<file path="config.mk">
export PLATFORM = sky130hd
export DESIGN_NAME = double_ended_queue
export DESIGN_NICKNAME = d
export VERILOG_FILES = /design/src/hw/rtl/dq_pkg.sv /design/src/hw/rtl/dq_ram.sv /design/src/hw/rtl/dq_ctrl.sv /design/src/hw/rtl/dq_datapath.sv /design/src/hw/rtl/double_ended_queue.sv
export SDC_FILE = /design/constraint.sdc
export NUM_CORES = 2
export LEC_CHECK = 0
export BUFFER_PORTS_ARGS = -buffer_cell sky130_fd_sc_hd__buf_2
export CORE_UTILIZATION = 50
export DETAILED_ROUTE_END_ITERATION = 6
export MAX_ROUTING_LAYER = met4
export PLACE_DENSITY = 0.69
export SKIP_LAST_GASP = 1
export SYNTH_ARGS = -nofsm -noshare
export SYNTH_HDL_FRONTEND = slang
export SYNTH_SLANG_ARGS = --single-unit
</file>
<file path="constraint.sdc">
create_clock -name clk -period 14.7 [get_ports clk]
set_input_delay 4.41 -clock clk [delete_from_list [all_inputs] [get_ports clk]]
set_output_delay 4.41 -clock clk [all_outputs]
set_load 0.1 [all_outputs]
</file>
<file path="src/hw/rtl/dq_pkg.sv">
// Shared types and codes for the double-ended queue.
// Transaction structs, command and status codes, controller/datapath links.
// No dependencies.
package dq_pkg;

  localparam logic [2:0] CMD_PUSH_FRONT = 3'd0;
  localparam logic [2:0] CMD_PUSH_BACK  = 3'd1;
  localparam logic [2:0] CMD_POP_FRONT  = 3'd2;
  localparam logic [2:0] CMD_POP_BACK   = 3'd3;
  localparam logic [2:0] CMD_PEEK_FRONT = 3'd4;
  localparam logic [2:0] CMD_PEEK_BACK  = 3'd5;
  localparam logic [2:0] CMD_CLEAR      = 3'd6;

  localparam logic [1:0] ST_OK    = 2'd0;
  localparam logic [1:0] ST_EMPTY = 2'd1;
  localparam logic [1:0] ST_FULL  = 2'd2;

  localparam int unsigned DATA_W = 32;
  localparam int unsigned OCC_W  = 7;

  typedef struct packed {
    logic [2:0]               cmd;
    logic signed [DATA_W-1:0] data_in;
  } in_t;

  typedef struct packed {
    logic [1:0]               status;
    logic signed [DATA_W-1:0] data_out;
    logic [OCC_W-1:0]         occupancy;
  } out_t;

  // controller -> datapath
  typedef struct packed {
    logic       load;
    logic       ram_we;
    logic       ram_re;
    logic       sel_front;
    logic       move;
    logic       clear;
    logic       respond;
    logic       read_ok;
    logic [1:0] status;
  } ctl_t;

  // datapath -> controller
  typedef struct packed {
    logic [2:0] cmd;
    logic       empty;
    logic       full;
  } dp_stat_t;

endpackage

</file>
<file path="src/hw/rtl/dq_ram.sv">
// Generic single-clock RAM, one write and one read port, registered read.
// No dependencies.
module dq_ram #(
  parameter int unsigned WIDTH = 32,
  parameter int unsigned DEPTH = 64
) (
  input  logic                     clk,
  input  logic                     we,
  input  logic [$clog2(DEPTH)-1:0] waddr,
  input  logic [WIDTH-1:0]         wdata,
  input  logic                     re,
  input  logic [$clog2(DEPTH)-1:0] raddr,
  output logic [WIDTH-1:0]         rdata
);

  logic [WIDTH-1:0] mem [DEPTH];

  always_ff @(posedge clk) begin
    if (we) begin
      mem[waddr] <= wdata;
    end
    if (re) begin
      rdata <= mem[raddr];
    end
  end

endmodule

</file>
<file path="src/hw/rtl/dq_ctrl.sv">
// Controller FSM for the double-ended queue: accepts transactions, decodes the
// command against empty/full, and sequences execute and respond steps.
// Depends on dq_pkg.
module dq_ctrl
  import dq_pkg::*;
(
  input  logic     clk,
  input  logic     rst,
  input  logic     start,
  output logic     busy,
  input  dp_stat_t stat,
  output ctl_t     ctl
);

  localparam logic [1:0] S_IDLE = 2'd0;
  localparam logic [1:0] S_EXEC = 2'd1;
  localparam logic [1:0] S_RESP = 2'd2;

  logic [1:0] state, state_next;
  logic [1:0] status_code, status_code_next;
  logic       read_ok, read_ok_next;

  always_ff @(posedge clk) begin
    if (rst) begin
      state       <= S_IDLE;
      status_code <= ST_OK;
      read_ok     <= 1'b0;
    end else begin
      state       <= state_next;
      status_code <= status_code_next;
      read_ok     <= read_ok_next;
    end
  end

  always_comb begin
    ctl              = '0;
    state_next       = state;
    status_code_next = status_code;
    read_ok_next     = read_ok;
    case (state)
      S_IDLE: begin
        if (start) begin
          ctl.load   = 1'b1;
          state_next = S_EXEC;
        end
      end
      S_EXEC: begin
        status_code_next = ST_OK;
        read_ok_next     = 1'b0;
        case (stat.cmd)
          CMD_PUSH_FRONT, CMD_PUSH_BACK: begin
            if (stat.full) begin
              status_code_next = ST_FULL;
            end else begin
              ctl.ram_we    = 1'b1;
              ctl.move      = 1'b1;
              ctl.sel_front = (stat.cmd == CMD_PUSH_FRONT);
            end
          end
          CMD_POP_FRONT, CMD_POP_BACK, CMD_PEEK_FRONT, CMD_PEEK_BACK: begin
            if (stat.empty) begin
              status_code_next = ST_EMPTY;
            end else begin
              ctl.ram_re    = 1'b1;
              read_ok_next  = 1'b1;
              ctl.move      = (stat.cmd == CMD_POP_FRONT) || (stat.cmd == CMD_POP_BACK);
              ctl.sel_front = (stat.cmd == CMD_POP_FRONT) || (stat.cmd == CMD_PEEK_FRONT);
            end
          end
          CMD_CLEAR: begin
            ctl.clear = 1'b1;
          end
          default: begin
          end
        endcase
        state_next = S_RESP;
      end
      S_RESP: begin
        ctl.respond = 1'b1;
        state_next  = S_IDLE;
      end
      default: begin
        state_next = S_IDLE;
      end
    endcase
    ctl.status  = status_code;
    ctl.read_ok = read_ok;
  end

  assign busy = (state != S_IDLE);

endmodule

</file>
<file path="src/hw/rtl/dq_datapath.sv">
// Datapath for the double-ended queue: transaction register, front/back
// pointers, occupancy count, entry RAM and result register.
// Depends on dq_pkg and dq_ram.
module dq_datapath
  import dq_pkg::*;
#(
  parameter int unsigned DEPTH = 64
) (
  input  logic     clk,
  input  logic     rst,
  input  in_t      request,
  input  ctl_t     ctl,
  output dp_stat_t stat,
  output logic     done,
  output out_t     result
);

  localparam int unsigned PW = $clog2(DEPTH);
  localparam int unsigned CW = $clog2(DEPTH + 1);
  localparam logic [PW-1:0] PTR_LAST = PW'(DEPTH - 1);
  localparam logic [CW-1:0] CNT_FULL = CW'(DEPTH);

  function automatic logic [PW-1:0] ptr_inc(input logic [PW-1:0] p);
    ptr_inc = (p == PTR_LAST) ? '0 : p + 1'b1;
  endfunction

  function automatic logic [PW-1:0] ptr_dec(input logic [PW-1:0] p);
    ptr_dec = (p == '0) ? PTR_LAST : p - 1'b1;
  endfunction

  in_t              item;
  logic [PW-1:0]    front_ptr, back_ptr;
  logic [CW-1:0]    count;
  logic [PW-1:0]    addr;
  logic [DATA_W-1:0] rdata;

  always_comb begin
    if (ctl.sel_front) begin
      addr = ctl.ram_we ? ptr_dec(front_ptr) : front_ptr;
    end else begin
      addr = ctl.ram_we ? back_ptr : ptr_dec(back_ptr);
    end
  end

  dq_ram #(
    .WIDTH (DATA_W),
    .DEPTH (DEPTH)
  ) u_ram (
    .clk   (clk),
    .we    (ctl.ram_we),
    .waddr (addr),
    .wdata (item.data_in),
    .re    (ctl.ram_re),
    .raddr (addr),
    .rdata (rdata)
  );

  always_ff @(posedge clk) begin
    if (ctl.load) begin
      item <= request;
    end
    if (ctl.respond) begin
      result.status    <= ctl.status;
      result.data_out  <= ctl.read_ok ? $signed(rdata) : '0;
      result.occupancy <= OCC_W'(count);
    end
  end

  always_ff @(posedge clk) begin
    if (rst) begin
      front_ptr <= '0;
      back_ptr  <= '0;
      count     <= '0;
      done      <= 1'b0;
    end else begin
      done <= ctl.respond;
      if (ctl.clear) begin
        front_ptr <= '0;
        back_ptr  <= '0;
        count     <= '0;
      end else if (ctl.move) begin
        if (ctl.sel_front) begin
          front_ptr <= ctl.ram_we ? ptr_dec(front_ptr) : ptr_inc(front_ptr);
        end else begin
          back_ptr <= ctl.ram_we ? ptr_inc(back_ptr) : ptr_dec(back_ptr);
        end
        count <= ctl.ram_we ? count + 1'b1 : count - 1'b1;
      end
    end
  end

  assign stat.cmd   = item.cmd;
  assign stat.empty = (count == '0);
  assign stat.full  = (count == CNT_FULL);

endmodule

</file>
<file path="src/hw/rtl/double_ended_queue.sv">
// Double-ended queue of signed 32-bit values.
// Usage:
//   Command channel: a transaction is taken at a rising edge with start high
//   and busy low. request carries the command (push/pop/peek at either end,
//   clear) and the value to push.
//   Result channel: done is high for exactly one cycle with result holding
//   status (ok, empty, full), the popped or peeked value (zero otherwise)
//   and the occupancy after the command. The receiver cannot stall it.
// Timing:
//   After acceptance the controller decodes the command and accesses the
//   entry RAM (registered read), then the result register is loaded. busy
//   stays high until the result is loaded, so a new transaction is not
//   taken while one is in flight; the next may be accepted in the same
//   cycle the previous result is shown.
// Reset:
//   Synchronous rst empties the queue (pointers and count to zero) and
//   drops busy and done. The entry RAM is not cleared; only occupied
//   entries are ever read.
// Depends on dq_pkg, dq_ctrl, dq_datapath, dq_ram.
module double_ended_queue
  import dq_pkg::*;
#(
  parameter int unsigned DEPTH = 64
) (
  input  logic clk,
  input  logic rst,
  input  logic start,
  output logic busy,
  input  in_t  request,
  output logic done,
  output out_t result
);

  ctl_t     ctl;
  dp_stat_t stat;

  dq_ctrl u_ctrl (
    .clk   (clk),
    .rst   (rst),
    .start (start),
    .busy  (busy),
    .stat  (stat),
    .ctl   (ctl)
  );

  dq_datapath #(
    .DEPTH (DEPTH)
  ) u_datapath (
    .clk     (clk),
    .rst     (rst),
    .request (request),
    .ctl     (ctl),
    .stat    (stat),
    .done    (done),
    .result  (result)
  );

endmodule

</file>
* Word level (Yosys, flattened, before mapping)
Memories as Yosys holds them, arrays and structs flattened. A register that Yosys moved wholly into a read port is not among the register bits. Cells that the tools add are included.
Operators by class: reduce and logical (&&, ||, !) cells 13, $add $sub $neg 6, eq/ne operators 12, muxes and demuxes 30, bitwise operators 1
Operators with widths (count):
- two-way mux 6 bit | 9
- adder 6 x 1 -> 6 bit (second input constant) | 2
- equality test 6 bit (second input constant) | 2
- zero test 6 bit | 2
- two-way mux 1 bit | 12
- one-hot mux 2 bit (2 select lines) | 3
- subtractor 6 x 1 -> 6 bit (second input constant) | 2
- equality test 3 bit (second input constant) | 3
- adder 7 x 1 -> 7 bit (second input constant) | 1
- equality test 7 bit (second input constant) | 1
- zero test 7 bit | 1
- two-way mux 7 bit | 1
- subtractor 7 x 1 -> 7 bit (second input constant) | 1
- equality test 3 x 2 -> 1 bit (second input constant) | 2
- two-way mux 2 bit | 3
- two-way mux 5 bit | 1
- AND reduction 2 bit | 2
- OR reduction 2 bit | 2
- OR reduction 4 bit | 1
- equality test 3 x 1 -> 1 bit (second input constant) | 1
- zero test 3 bit | 1
- two-way mux 3 bit | 1
- equality test 2 x 1 -> 1 bit (second input constant) | 1
- equality test 2 bit (second input constant) | 1
- other kinds (5) | 6
Storage, ports and cells: logic and storage cells 75, memory bits (writable) 2048, memories kept 1, output and inout port bits 43, input port bits 38, register bits after elaboration 101
Memory list:
- u_datapath.u_ram.mem | words 64, bits a word 32, read ports 1, clocked after memory_dff 1, write ports 1, line dq_ram.sv:16 | logic [WIDTH-1:0] mem [DEPTH];

* Logic depth before layout (Yosys ltp)
depth after elaboration 7, depth in mapped cells 17, gate-level depth less buffers 12

* By module
Synthesis repeated with hierarchy kept, for this count alone.
Second synthesis, totals: cell total of the unflattened synthesis 3702, area, all modules 83527.6 um^2
By module, submodules not included:
- dq_ram | area each 78835.6 um^2, times used 1, cells an instance 3324, sequential area each 62459.9 um^2
- dq_datapath | area each 4384.2 um^2, times used 1, cells an instance 345, sequential area each 2682.6 um^2
- dq_ctrl | area each 307.8 um^2, times used 1, cells an instance 33, sequential area each 100.1 um^2

* Least setup slack after synthesis
OpenSTA, ideal clock, no wires.
path type input to register, start point in start, end point reg u_datapath.item[0] (netlist name), enable pin, arrival 5933 ps, required time 14273 ps, path slack 8340 ps, path buffers 0, stages on the path 2, setup time 427 ps, cell sequence inv_1 > nor2_1
RTL lines:
- start, declared | line double_ended_queue.sv:27 | input logic start,
- end signal, assigned | line dq_datapath.sv:60 | item <= request;
- end, declared | line dq_datapath.sv:31 | in_t item;

* Worst setup path in the final report
start point reg u_datapath.item, in the netlist u_datapath.stat[4], end point reg u_datapath.u_ram.rdata[17], read port of u_datapath.u_ram.mem, data pin
On the way: word-level cells in the longest chain between the ends 6, elaborated cells between the ends (all ways) 18, classes of those cells eq/ne (5); mux (9); reduce/logical (4)
Ends and longest elaborated chain:
- equality test 3 x 2 -> 1 bit (tied with other cells) | line dq_ctrl.sv:50, dq_ctrl.sv:67
- logical OR 1 bit or OR reduction 2 bit (tied branches) | line dq_ctrl.sv:67, dq_ctrl.sv:50
- two-way mux 3 bit or two-way mux 1 bit (tied branches) | line dq_ctrl.sv:61, dq_ctrl.sv:50
- one-hot mux 2 bit (2 select lines) or two-way mux 5 bit (tied branches) | line dq_ctrl.sv:50, dq_ctrl.sv:40
- two-way mux 5 bit * | line dq_ctrl.sv:40 | case (state)
- two-way mux 6 bit | line dq_datapath.sv:38 | if (ctl.sel_front) begin
- end, declared | line dq_ram.sv:13 | output logic [WIDTH-1:0] rdata
Every way passes the cells marked *; elsewhere a longest branch is shown, timed or not. A chain may end at the register's enable or synchronous reset.

==> impl_results.md <==
- Synthesized area: 85100 um^2
- Clock root buffer: clkbuf_16
- Crit path capture type: flip-flop
- Die ar.: 171900 um^2
- Post-Synthesis Cells: 5645
- DRC Markers: 0
- Max Cap Violations: 0
- NumNets Final: 5735
- Sequential cell area fraction in the yosys report: 76.66%
- Seq cells post-synth: 2181
- Vias/cell: 6.368
- Pwr per Cell Area: 145.0 nW/um^2
- Slew @ Worst Pin: 1409 ps
- Layout cells sized above 1: 11.17%
- CTS max path bufs: 3
- Synthesized net count: 5695
- Period utilisation layout: 52.79%
- Setup TNS: 0 ps
- Vias post-DR: 51506
- Fmax: 128.9 MHz
- Port buffer count: 80
- Global-route wire length before repair: 331.3 mm
- Crit path from: u_datapath.stat[4]$_DFFE_PP_
- Hold Path Cell Cnt: 0
- Worst r2r path cells: 14
- Layout area overhead: 11.80%
- Fin. Hold Viols: 0
- CTS tree: done
- Chip Width: 414.6 um
- Layout Utilization: 56.21%
- DRT Wirelength: 230.0 mm
- Rows: 151
- CP Launch Type: flip-flop
- Post-synth EDFFs: 2156
- ANT nets after route: 0
- R2r setup slk: 6940 ps
- Starting DRT DRC Count: 7615
- Vias in the first global route: 48437
- Req. time, crit path: 15300 ps
- Hold crit path type: reg -> reg
- Top FF cell, synth: edfxtp_1
- Die height: 414.6 um
- Relative slew slack: 5.210%
- Critical path type: reg -> reg
- Setup ws final: 6940 ps
- Place WS: 7081 ps
- RSZ-0062 raised after global routing: false
- Total global routing overflow: 0
- Post-detail-place hpwl: 120.4 mm
- Clock sink total: 2181
- Average wire per standard cell: 28.44 um
- Status: finished clean
- Largest net degree at the start of global routing: 208
- # H-tree levels: 4
- Yosys Warn Count: 0
- Post-CTS resize count: 0
- Maximum VDD drop: 124.2 uV
- Reg2Reg Launch Point: u_datapath.stat[4]$_DFFE_PP_
- Initial antenna violation count: 17
- Hold-fix buffer count after cts: 0
- Io pins: 81
- Core Box Area: 169300 um^2
- P_leak: 0.03121 uW
- Placed instance area: 88410 um^2
- Gr usage total: 27.01%
- Initial core utilization: 50.27%
- Fin area: 95150 um^2
- Hold Path End: u_datapath.result[40]$_DFFE_PP_
- Setup-failing EPs final: 0
- Clock slew at reported path FFs: 60 ps
- Crit path time final: 7760 ps
- Distinct cell type count after synthesis: 79
- Post-synth ARST share: 0%
- Final Max Tran Viols: 0
- Post-CTS Setup Bufs: 0
- Critical path arrival: 8360 ps
- Min-delay src: u_ctrl.status_code[1]$_SDFFE_PP0P_
- Fin Clk Skew: 65.01 ps
- Reg2reg end: u_datapath.u_ram.rdata[17]$_DFFE_PP_
- Drt pass-1 iters: 5
- Skew-Pair Late Insertion Delay: 860 ps
- Placer Congestion: 0.8603
- Total CTS buffers: 209
- Syn Area/Cell: 15.08 um^2
- CP max FO: 179
-- final cells by class --
class                           count  area, um^2
Antenna cell                        7       17.52
Clock buffer                      259        5482
Clock inverter                    130        1241
Fill cell                       12950       74140
Inverter                           11       41.29
Multi-Input combinational cell   3053       18730
Sequential cell                  2181       65240
Tap cell                         2218        2775
Timing Repair Buffer              229        1619
-- metal layers --
metal,part of all wire (%),wire (um),vias up,track usage [%]
li1,-,-,22080,-
met1,40,91430,26006,37.34
met2,46,106200,2970,40.53
met3,11,24210,450,4.847
met4,3.6,8191,0,9.388
met5,0,0,-,-
-- how the worst max path moves through the flow --
| stage | endpoint | cells past startpoint |
|---|---|---|
| detailed placement | u_datapath.u_ram.rdata[8]$_DFFE_PP_ | 13 |
| global placement | u_datapath.u_ram.rdata[17]$_DFFE_PP_ | 14 |
| CTS | u_datapath.u_ram.rdata[8]$_DFFE_PP_ | 13 |
| global route | u_datapath.u_ram.rdata[12]$_DFFE_PP_ | 13 |
| finish | u_datapath.u_ram.rdata[17]$_DFFE_PP_ | 14 |
| floorplan | u_datapath.item[0]$_DFFE_PP_ | 2 |
-- flip-flops by register name, summed over array words and instances, names as in the netlist --
register and flops:
u_datapath.done 1, u_ctrl.state 2, u_datapath.back_ptr 6, u_datapath.count 7, u_datapath.u_ram.mem 2048, u_datapath.u_ram.rdata 32
u_datapath.item 32, u_ctrl.read_ok 1, u_datapath.stat 3, u_ctrl.status_code 2, u_datapath.result 41, u_datapath.front_ptr 6
-- cells in the final DEF, fill, tap and decap left out, types with 52 or more instances in the layout --
master,n
nor2_4,69
a221oi_1,129
a22oi_1,67
edfxtp_1,2156
a22o_1,179
mux2i_1,190
o21ai_0,52
a221o_1,56
buf_2,80
nand2_1,949
a21oi_1,820
buf_4,141
clkbuf_16,212
-- where the power goes --
part           switching [uW]  total, uW  internal [uW]
Clock                    2330       5300           2970
Sequential               16.0       6910           6890
Combinational            1130       1590            461
-- per-stage QoR --
stage | total power, uW | instances | hold slack, ps
6_report | 13800 | 8088 | 438.3
3_3_place_gp | 8564 | 7692 | 421.4
3_5_place_dp | 8600 | 7692 | 427.7
4_1_cts | 13800 | 8081 | 438.6
2_1_floorplan | 8103 | 5645 | 408.6
5_1_grt | 14170 | 8086 | 448.1
-- cell families after synthesis --
group	Yosys count	share of synthesized area, %
AOI/OAI and AO/OA	1608	12.66
DFF	2181	76.66
muxes	192	2.288
buffers and inverters	411	2.102
xor gates and xnor gates	11	0.1132
and+or+nand+nor	1230	5.984
adders and majority gates	12	0.1852
-- cell usage after synthesis (all sizes together), types with 26 or more instances --
| cell type | number | area (um^2) |
|---|---|---|
| edfxtp | 2156 | 64740 |
| nand2 | 949 | 3562 |
| a21oi | 821 | 4113 |
| clkbuf | 231 | 867.1 |
| mux2i | 190 | 1902 |
| a22o | 179 | 1568 |
| buf | 169 | 880.9 |
| a221oi | 129 | 1130 |
| nor2 | 108 | 412.9 |
| a22oi | 67 | 503.0 |
| a221o | 56 | 560.5 |
| o21ai | 53 | 265.3 |
| o22ai | 36 | 225.2 |
| and2 | 35 | 219.0 |
| a32oi | 32 | 280.3 |
| a32o | 30 | 300.3 |
| o2111ai | 30 | 262.8 |
| or4 | 29 | 217.7 |
| nand3 | 28 | 140.1 |
| o211ai | 28 | 210.2 |
| a211oi | 26 | 200.2 |
-- critical path: stages (launching register included) --
cell and delay (ps):
edfxtp_1 500, or4b_1 580, a21oi_2 140, buf_4 320
inv_2 410, nor4_1 720, a211o_4 740, buf_4 920
buf_12 570, buf_4 870, mux2i_1 270, a221oi_1 110
a21oi_1 180, o211ai_1 110, or4_1 550
(Power assumes the default switching activity.)
